<file path="src/design/brts_pkg.sv">
// ----------------------------------------------------------------------------
// Bilinear RGB table sampler package
// Shared constants, item codes and the RGB entry type.
// ----------------------------------------------------------------------------
package brts_pkg;

  localparam int DEF_TABLE_ROWS = 91;
  localparam int DEF_TABLE_COLS = 181;
  localparam int DEF_FRAC_BITS  = 8;

  localparam int CH_W = 16;

  localparam logic MODE_LOAD   = 1'b0;
  localparam logic MODE_LOOKUP = 1'b1;

  typedef struct packed {
    logic [CH_W-1:0] red;
    logic [CH_W-1:0] green;
    logic [CH_W-1:0] blue;
  } rgb_t;

endpackage

</file>
<file path="src/design/brts_lerp3.sv">
// ----------------------------------------------------------------------------
// Three-channel linear interpolation stage
// Registers ((2^F - f) * a + f * b) >> F for red, green and blue, computed
// as (a * 2^F + f * (b - a)) >> F with one multiplier per channel.
// ----------------------------------------------------------------------------
module brts_lerp3
  import brts_pkg::*;
#(
  parameter int FRAC_BITS = DEF_FRAC_BITS
) (
  input  logic                 clk,
  input  logic                 en,
  input  rgb_t                 a,
  input  rgb_t                 b,
  input  logic [FRAC_BITS-1:0] f,
  output rgb_t                 q
);

  localparam int SW = CH_W + FRAC_BITS + 2;

  function automatic logic [CH_W-1:0] lerp_ch(input logic [CH_W-1:0] va,
                                              input logic [CH_W-1:0] vb,
                                              input logic [FRAC_BITS-1:0] vf);
    logic signed [SW-1:0] diff;
    logic signed [SW-1:0] prod;
    logic signed [SW-1:0] sum;
    diff = $signed(SW'(vb)) - $signed(SW'(va));
    prod = diff * $signed(SW'(vf));
    sum  = ($signed(SW'(va)) <<< FRAC_BITS) + prod;
    return CH_W'(sum >>> FRAC_BITS);
  endfunction

  always_ff @(posedge clk) begin
    if (en) begin
      q.red   <= lerp_ch(a.red,   b.red,   f);
      q.green <= lerp_ch(a.green, b.green, f);
      q.blue  <= lerp_ch(a.blue,  b.blue,  f);
    end
  end

endmodule

</file>
<file path="config.mk">
export PLATFORM = sky130hd
export DESIGN_NAME = brts_lerp3
export DESIGN_NICKNAME = d
export VERILOG_FILES = /design/src/design/brts_pkg.sv /design/src/design/brts_lerp3.sv
export SDC_FILE = /design/constraint.sdc
export NUM_CORES = 1
export LEC_CHECK = 0
export ABC_AREA = 1
export ABC_CLOCK_PERIOD_IN_PS = 5850
export BUFFER_PORTS_ARGS = -buffer_cell sky130_fd_sc_hd__buf_2
export CORE_MARGIN = 2
export CORE_UTILIZATION = 24
export DETAILED_ROUTE_END_ITERATION = 12
export PLACE_DENSITY = 0.39
export SYNTH_ARGS = -nofsm -noshare
export SYNTH_HDL_FRONTEND = slang
export SYNTH_SLANG_ARGS = --single-unit
</file>
<file path="constraint.sdc">
create_clock -name clk -period 5.85 [get_ports clk]
set_clock_uncertainty 0.1 [all_clocks]
set_input_delay 0.585 -clock clk [delete_from_list [all_inputs] [get_ports clk]]
set_output_delay 0.585 -clock clk [all_outputs]
set_load 0.01 [all_outputs]
</file>
==> results.py <==
metrics = {
    "floorplanning": {
        "core-area_sq_um": 80400,
        "io_pins": 154,
        "die_w_um": 289,
        "start_util_pct": 24.2,
        "dieArea_sq_um": 83400,
        "rows": 104,
        "die_h_um": 289,
    },
    "timing": {
        "finalHoldViolations": 0,
        "fin_crit_ns": 5.99,
        "timing.setup.tns_ns": -1.97,
        "max_clock_freq_mhz": 167,
        "fin_crit_sh_pct": 102,
        "relSlewSlack_pct": 41.4,
        "slew_viol_final": 0,
        "fin_ws_ns": -0.142,
        "finalSetupViolCount": 25,
        "rsz0062_at_grt": "true",
        "worst_pin_slew_ns": 0.876,
    },
    "clocking": {
        "clock-sinks": 48,
        "clk_path_buf_depth": 2,
        "cts.htree.levels": 2,
        "cts_tree": "done",
        "cts.clk_slew.worst_paths_ns": 0.09,
        "cts_buffers": 5,
        "clockRootBuffer": "clkbuf_16",
    },
    "finish": {
        "fillCellCount": 8496,
        "layout.nets": 3842,
        "multi_input_area_sq_um": 18600,
        "top_register": "q",
        "drive_gt1_share_pct": 42.4,
        "final_area_sq_um": 29200,
        "top_regs": "q: 48 flops",
        "syn_to_final_growth_pct": 50.3,
        "largest_reg_flops": 48,
        "seqCellArea_sq_um": 1440,
        "fin_cells": 4262,
    },
    "critical_path": {
        "crit_path_start": "a[3]",
        "arrival_ns": 6.00,
        "cp_num_buf_inv": 8,
        "crit_required_ns": 5.86,
        "cp-start-kind": "primary input",
        "crit_path_end_kind": "flip-flop",
        "slowest_stage": "fa_1",
        "slowest_delay_ns": 0.57,
        "critPathMostFrequentCell": "fa_1",
        "worstSetupPathType": "primary input to flip-flop",
        "path_max_fanout": 6,
        "critical_path.top_delay_family": "adder cells",
    },
    "drt": {
        "dr.pass1.iters": 5,
        "vias": 17958,
        "ant_nets": 0,
        "drt-total-wl_mm": 64.7,
        "drt-initial-drc-count": 615,
        "drc": 0,
        "drt-vias-per-instance": 4.21,
        "routedWlPerCell_um": 15.2,
    },
    "global_route": {
        "antenna_found_initial": 2,
        "grt_first_pass_wirelength_mm": 104,
        "grt_max_degree": 49,
        "grt_overflow": 0,
        "grt_usage_pct": 16.0,
        "grt_pass1_vias": 19533,
    },
    "yosys": {
        "seq_area_frac_synth_pct": 7.41,
        "ys_warn_count": 0,
        "synthFlopType": "edfxtp_1",
        "ys_types": 44,
        "synth-edff-count": 48,
        "synthCells": 2545,
        "yosys_register_bits": 48,
        "syn_area_sq_um": 19500,
        "syn_nets": 3188,
        "async_flop_share_pct": 0,
        "syn_area_per_cell_sq_um": 7.64,
    },
    "run": {
        "drv_cap": 0,
    },
    "placement": {
        "routabilityCongestion": 0.879,
        "place_area_sq_um": 25500,
        "port_buffers": 153,
        "hpwlAfterDp_mm": 54.4,
        "place_inst": 4168,
        "dp_worst_setup_slack_ns": -0.941,
    },
    "status": {
        "violations": "setup timing",
        "status": "finished, violations left",
    },
    "hold_path": {
        "hp-class": "primary input to flip-flop",
        "hp-start": "en",
    },
}
-- per-layer routing --
layer / wire (um) / track usage (%) / vias to the layer above
met3: 1530 / 1.67 / 36
met5: 0 / 0 / -
met1: 29800 / 21.1 / 8815
li1: - / - / 8909
met2: 32500 / 28.2 / 198
met4: 868 / 3.16 / 0
-- placed cells by master, fill, tap and decap left out, types with 14 or more instances in the layout --
| cell | netlist | final |
|---|---|---|
| a21oi_4 | 2 | 31 |
| nand3_4 | 0 | 14 |
| edfxtp_1 | 48 | 48 |
| buf_6 | 0 | 62 |
| a21oi_1 | 86 | 24 |
| nand2_4 | 0 | 45 |
| or2_2 | 39 | 23 |
| or2_4 | 0 | 24 |
| xnor2_1 | 21 | 15 |
| ha_1 | 183 | 102 |
| inv_2 | 4 | 99 |
| fa_1 | 354 | 321 |
| o21ai_1 | 4 | 17 |
| nand2_2 | 14 | 106 |
| buf_2 | 4 | 139 |
| nor2_1 | 278 | 230 |
| fa_2 | 0 | 33 |
| nand3_1 | 137 | 88 |
| nand2_1 | 504 | 365 |
| xor2_1 | 34 | 31 |
| inv_1 | 637 | 528 |
| a21oi_2 | 7 | 40 |
| nand3_2 | 1 | 36 |
| ha_4 | 0 | 75 |
| nor2_4 | 0 | 15 |
| buf_4 | 2 | 474 |
| nor2_2 | 1 | 34 |
-- kinds of logic (layout without fill, tap and decap cells) --
family / after synthesis / after routing / synth area share [%]
simple gates: 1047 / 1047 / 22.8
buf+inv: 686 / 1341 / 13.3
fa+ha+maj: 537 / 537 / 48.2
compound gates: 161 / 161 / 4.87
xor+xnor: 66 / 66 / 3.40
flops: 48 / 48 / 7.41
other cells: 0 / 2 / 0
-- metrics by stage --
step	hold WS (ns)	util (%)
floorplan	0.597	-
global placement	0.897	31.7
detailed placement	0.895	31.7
CTS	0.866	34.4
global route	0.894	36.4
finish	0.849	36.4
-- cell usage after synthesis, types with 19 or more instances --
cell type,instances,area [sq um]
xnor2_1,21,184
or2_2,39,244
clkbuf_1,36,135
inv_1,637,2390
xor2_1,34,298
nand3_1,137,686
ha_1,183,2290
or2_1,19,119
a21oi_1,86,430
o21ai_0,30,150
edfxtp_1,48,1440
nor2_1,278,1040
fa_1,354,7090
nand2_1,504,1890
-- timing repair --
action / in CTS / in global routing
gates resized for setup: 408 / 346
pin swaps: 232 / 223
endpoints found under the setup margin: 45 / 46
hold buffers: 0 / 0
buffers inserted: 46 / 40
-- final cells by class --
class | instances | share of cell area [%]
multi-input cells | 1811 | 63.6
clock inverters | 3 | 0.158
flip-flops and latches | 48 | 4.93
diodes | 2 | 0.0171
inverters | 642 | 8.38
well taps | 1060 | 4.54
clock buffers | 5 | 0.428
repair buffers | 691 | 18.0
-- worst paths after layout --
path / to / cells after the start
worst max-delay path: q[14] / 28
worst min-delay path: q[16] / 2
Power is not shown: default switching activity piles up to over one toggle a cycle in this logic, so the estimate is an artifact.
