$ cat config.mk
export PLATFORM = sky130hd
export DESIGN_NAME = brts_bank
export DESIGN_NICKNAME = d
export VERILOG_FILES = /design/src/design/brts_pkg.sv /design/src/design/brts_bank.sv
export SDC_FILE = /design/constraint.sdc
export NUM_CORES = 1
export LEC_CHECK = 0
export ABC_AREA = 1
export BUFFER_PORTS_ARGS = -buffer_cell sky130_fd_sc_hd__buf_2
export CORE_UTILIZATION = 50
export DETAILED_ROUTE_END_ITERATION = 6
export GPL_ROUTABILITY_DRIVEN = 1
export PLACE_DENSITY_LB_ADDON = 0.1
export SLEW_MARGIN = 30
export SYNTH_ARGS = -nofsm -noshare
export SYNTH_HDL_FRONTEND = slang
export SYNTH_SLANG_ARGS = --single-unit
$ cat constraint.sdc
create_clock -name clk -period 4.1 [get_ports clk]
set_input_delay 0.82 -clock clk [delete_from_list [all_inputs] [get_ports clk]]
set_output_delay 0.82 -clock clk [all_outputs]
set_load 0.01 [all_outputs]
$ cat src/design/brts_pkg.sv
// ----------------------------------------------------------------------------
// Bilinear RGB table sampler package
// Shared constants, item codes and the RGB entry type.
// ----------------------------------------------------------------------------
package brts_pkg;

  localparam int DEF_TABLE_ROWS = 91;
  localparam int DEF_TABLE_COLS = 181;
  localparam int DEF_FRAC_BITS  = 8;

  localparam int CH_W = 16;

  localparam logic MODE_LOAD   = 1'b0;
  localparam logic MODE_LOOKUP = 1'b1;

  typedef struct packed {
    logic [CH_W-1:0] red;
    logic [CH_W-1:0] green;
    logic [CH_W-1:0] blue;
  } rgb_t;

endpackage

$ cat src/design/brts_bank.sv
// ----------------------------------------------------------------------------
// Table bank
// One parity bank of the color table: one write port and one read port with
// a registered read that holds while the read enable is low.
// ----------------------------------------------------------------------------
module brts_bank
  import brts_pkg::*;
#(
  parameter int DEPTH = 2,
  parameter int AW    = $clog2(DEPTH)
) (
  input  logic          clk,
  input  logic          wr_en,
  input  logic [AW-1:0] wr_addr,
  input  rgb_t          wr_data,
  input  logic          rd_en,
  input  logic [AW-1:0] rd_addr,
  output rgb_t          rd_data
);

  rgb_t mem [DEPTH];

  always_ff @(posedge clk) begin
    if (wr_en) begin
      mem[wr_addr] <= wr_data;
    end
    if (rd_en) begin
      rd_data <= mem[rd_addr];
    end
  end

endmodule

==> metrics.txt <==
# TYPE chip_impl_metric gauge
chip_impl_metric{name="synthXorXnorAreaFrac",unit="%"} 0
chip_impl_info{name="timing.critical_path.from_type",value="register"} 1
chip_impl_metric{name="grt_usage",unit="%"} 17.6
chip_impl_info{name="timing.critical_path.to_type",value="output port"} 1
chip_impl_metric{name="routedWlPerCell",unit="um"} 14.4
chip_impl_metric{name="drtAntennaViolNets",unit=""} 0
chip_impl_metric{name="largest_voltage_drop_on_the_vdd_net",unit="mV"} 0.267
chip_impl_metric{name="hold_slack",unit="ns"} 0.489
chip_impl_metric{name="cts_setup_buffers",unit=""} 0
chip_impl_metric{name="coreArea",unit="um2"} 9420
chip_impl_metric{name="syn2layout_area_growth",unit="%"} 24.0
chip_impl_metric{name="grt_first_pass_wirelength",unit="um"} 12600
chip_impl_metric{name="placed_instance_area",unit="um2"} 5570
chip_impl_metric{name="yosys.area_share.adder",unit="%"} 0
chip_impl_info{name="rsz0062_at_grt",value="false"} 1
chip_impl_metric{name="setup_total_negative_slack",unit="ns"} 0
chip_impl_metric{name="nFillCells",unit=""} 671
chip_impl_metric{name="design.die.area",unit="um2"} 10300
chip_impl_metric{name="ys_ff_latch",unit=""} 144
chip_impl_metric{name="hold_violations",unit=""} 0
chip_impl_metric{name="detail_route.first_pass.iterations",unit=""} 4
chip_impl_metric{name="port_buffers",unit=""} 100
chip_impl_metric{name="max_slew.worst_pin.slew",unit="ns"} 0.864
chip_impl_metric{name="htree_levels",unit=""} 4
chip_impl_metric{name="num_antenna_cells",unit=""} 0
chip_impl_metric{name="num_vias",unit=""} 2576
chip_impl_metric{name="timing_max_transition_violations_final",unit=""} 0
chip_impl_metric{name="max_freq",unit="GHz"} 0.529
chip_impl_metric{name="cts_buffer_depth",unit=""} 2
chip_impl_metric{name="numCtsBuffers",unit=""} 17
chip_impl_info{name="critical_path.cell_chain",value="buf_2"} 1
chip_impl_metric{name="synthesis.nets",unit=""} 356
chip_impl_metric{name="final-setup-viol-count",unit=""} 0
chip_impl_metric{name="cp.arrival",unit="ns"} 1.07
chip_impl_metric{name="place_congestion",unit=""} 0.696
chip_impl_metric{name="initialDrtViolationCount",unit=""} 121
chip_impl_metric{name="postSynth.asyncResetShare",unit="%"} 0
chip_impl_metric{name="synth.avg_cell_area",unit="um2"} 16.3
chip_impl_metric{name="fraction_of_the_mapped_netlist_area_in_simple_logic_gates",unit="%"} 11.1
chip_impl_metric{name="stdcell_area",unit="um2"} 6130
chip_impl_metric{name="worst_ep_required_time",unit="ns"} 3.28
chip_impl_metric{name="clk_pin_slew",unit="ns"} 0.06
chip_impl_metric{name="worst_slew_margin_rel",unit="%"} 42.3
chip_impl_metric{name="worst-path-buf-inv",unit=""} 1
chip_impl_metric{name="setup_ws",unit="ns"} 2.21
chip_impl_metric{name="finish.net_count",unit=""} 467
chip_impl_metric{name="placement.setup.worst_slack",unit="ns"} 1.67
chip_impl_info{name="critPathKind",value="reg2out"} 1
chip_impl_metric{name="fp-row-count",unit=""} 35
chip_impl_metric{name="dieWidth",unit="um"} 101
chip_impl_metric{name="pin_count_of_the_biggest_net_entering_global_routing",unit=""} 50
chip_impl_metric{name="synthDominantCellAreaShare",unit="%"} 87.5
chip_impl_info{name="tritoncts",value="built"} 1
chip_impl_metric{name="routed_wl",unit="um"} 7990
chip_impl_metric{name="synthesis.yosys.warnings",unit=""} 0
chip_impl_info{name="synth_largest_area_cell",value="sky130_fd_sc_hd__edfxtp_1"} 1
chip_impl_metric{name="synth.area.mux_share",unit="%"} 0
chip_impl_metric{name="post_synth_edffs",unit=""} 144
chip_impl_info{name="min-delay-path-class",value="in2reg"} 1
chip_impl_metric{name="die_height",unit="um"} 101
chip_impl_metric{name="max-cap-violations",unit=""} 0
chip_impl_info{name="dominantRegCellSynth",value="sky130_fd_sc_hd__edfxtp_1"} 1
chip_impl_metric{name="timing.final.crit_period",unit="ns"} 1.89
chip_impl_metric{name="synthDistinctLibCells",unit=""} 7
chip_impl_metric{name="synth_cell_area",unit="um2"} 4940
chip_impl_metric{name="vias_in_the_first_global_route",unit=""} 2557
chip_impl_info{name="ctsRootBufferMaster",value="sky130_fd_sc_hd__clkbuf_8"} 1
chip_impl_metric{name="postSynthCellCount",unit=""} 303
chip_impl_metric{name="ys_seq_area_share",unit="%"} 87.5
chip_impl_info{name="cp_slowest_cell",value="sky130_fd_sc_hd__edfxtp_1"} 1
chip_impl_info{name="combinational_family_with_the_most_area_after_synthesis",value="simple AND/OR/NAND/NOR gates"} 1
chip_impl_metric{name="detailed_route_vias_per_instance",unit=""} 4.64
chip_impl_metric{name="cts_sinks",unit=""} 144
chip_impl_metric{name="antenna_found_initial",unit=""} 0
chip_impl_metric{name="synth_compound_gate_area_share",unit="%"} 0
chip_impl_metric{name="io-pin-count",unit=""} 101
chip_impl_metric{name="fin_skew",unit="ns"} 0.00675
chip_impl_info{name="outcome",value="finished, final reports clean"} 1
chip_impl_info{name="cp_top_family",value="flip-flops"} 1
chip_impl_metric{name="initial_utilization",unit="%"} 52.5
chip_impl_metric{name="p_leak",unit="uW"} 0.00249
chip_impl_metric{name="holdBufCountCts",unit=""} 0
chip_impl_metric{name="cts_repair_resize_count",unit=""} 0
chip_impl_metric{name="finalPower",unit="uW"} 3370
chip_impl_metric{name="detailed_place_hpwl",unit="um"} 4390
chip_impl_metric{name="aggregate_global_routing_overflow",unit=""} 0
chip_impl_info{name="ys_top_cells_by_count",value="145 x sky130_fd_sc_hd__nand2_1, 144 x sky130_fd_sc_hd__edfxtp_1, 6 x sky130_fd_sc_hd__buf_2"} 1
chip_impl_metric{name="crit_path_max_fanout",unit=""} 1
chip_impl_info{name="yosys-top-cells-area",value="sky130_fd_sc_hd__edfxtp_1 87%, sky130_fd_sc_hd__nand2_1 11%, sky130_fd_sc_hd__buf_2 0.61%"} 1
chip_impl_metric{name="power.density_cell_area",unit="nW/um2"} 550
chip_impl_info{name="yosysMostFrequentCell",value="sky130_fd_sc_hd__nand2_1"} 1
chip_impl_metric{name="final_cycle_utilization_of_the_critical_path",unit="%"} 46.1
chip_impl_metric{name="detail_route.drc_violations",unit=""} 0
chip_impl_metric{name="worstSkewPairLatency",unit="ns"} 0.51
chip_impl_metric{name="final_layout_size_suffix_gt1_share",unit="%"} 31.5
chip_impl_metric{name="critical_path.max_stage_delay",unit="ns"} 0.40
## registers in the layout, summed over array words and instances, names as in the netlist
signal and flops:
mem 96, rd_data 48
## stage by stage
stage                     utilization (%)  std cells
after detailed placement             59.2        524
final                                65.1        555
after floorplan                         -        303
after global placement               59.1        524
after global routing                 65.1        555
after CTS                            65.1        555
## routing by layer
layer / GRT usage (%) / vias up / wire length, um
met2: 28.7 / 75 / 3970
met5: 0 / - / 0
met1: 21.0 / 1207 / 3440
met4: 8.70 / 0 / 142
li1: - / 1282 / -
met3: 6.00 / 12 / 444
## cell type report
type	count	area, um2	area share (%)
Clock buffer	18	418	6.82
Clock inverter	13	139	2.27
Inverter	3	13.8	0.225
Multi-Input combinational cell	146	556	9.06
Sequential cell	144	4320	70.5
Tap cell	129	161	2.63
Timing Repair Buffer	102	518	8.45
## kinds of logic (layout without fill, tap and decap cells)
| logic type | count (synthesis) | count (layout) |
|---|---|---|
| buffers and inverters | 13 | 136 |
| AND/OR/NAND/NOR | 146 | 146 |
| flip-flops | 144 | 144 |
## placed cells by master (no fill, tap or decap)
| cell | instances |
|---|---|
| sky130_fd_sc_hd__nor2_4 | 1 |
| sky130_fd_sc_hd__bufinv_16 | 2 |
| sky130_fd_sc_hd__clkbuf_1 | 1 |
| sky130_fd_sc_hd__inv_6 | 3 |
| sky130_fd_sc_hd__clkinv_2 | 2 |
| sky130_fd_sc_hd__inv_2 | 1 |
| sky130_fd_sc_hd__clkbuf_16 | 16 |
| sky130_fd_sc_hd__inv_1 | 1 |
| sky130_fd_sc_hd__clkinvlp_4 | 4 |
| sky130_fd_sc_hd__clkbuf_8 | 1 |
| sky130_fd_sc_hd__clkinv_1 | 1 |
| sky130_fd_sc_hd__buf_4 | 3 |
| sky130_fd_sc_hd__clkinv_4 | 1 |
| sky130_fd_sc_hd__edfxtp_1 | 144 |
| sky130_fd_sc_hd__inv_4 | 1 |
| sky130_fd_sc_hd__nand2_1 | 145 |
| sky130_fd_sc_hd__buf_2 | 99 |
## power by group
| group | internal, uW | total (uW) | leakage (uW) | switching (uW) |
|---|---|---|---|---|
| Clock | 863 | 1440 | 0.000261 | 573 |
| Combinational | 60.1 | 168 | 0.000852 | 108 |
| Sequential | 1740 | 1770 | 0.00138 | 25.4 |
| Total | 2660 | 3370 | 0.00249 | 707 |
## path summary, 6_finish.rpt
kind | startpoint | end | slack (ns) | cells past startpoint
setup reg to reg | mem[0][11]$_DFFE_PP_ | rd_data[11]$_DFFE_PP_ | 3.30 | 2
hold / removal | wr_data[15] | mem[0][15]$_DFFE_PP_ | 0.49 | 1
hold reg to reg | mem[0][13]$_DFFE_PP_ | rd_data[13]$_DFFE_PP_ | 0.51 | 2
setup / recovery | rd_data[30]$_DFFE_PP_ | rd_data[30] | 2.21 | 1
Note: power is estimated with default switching activity, not from simulation.
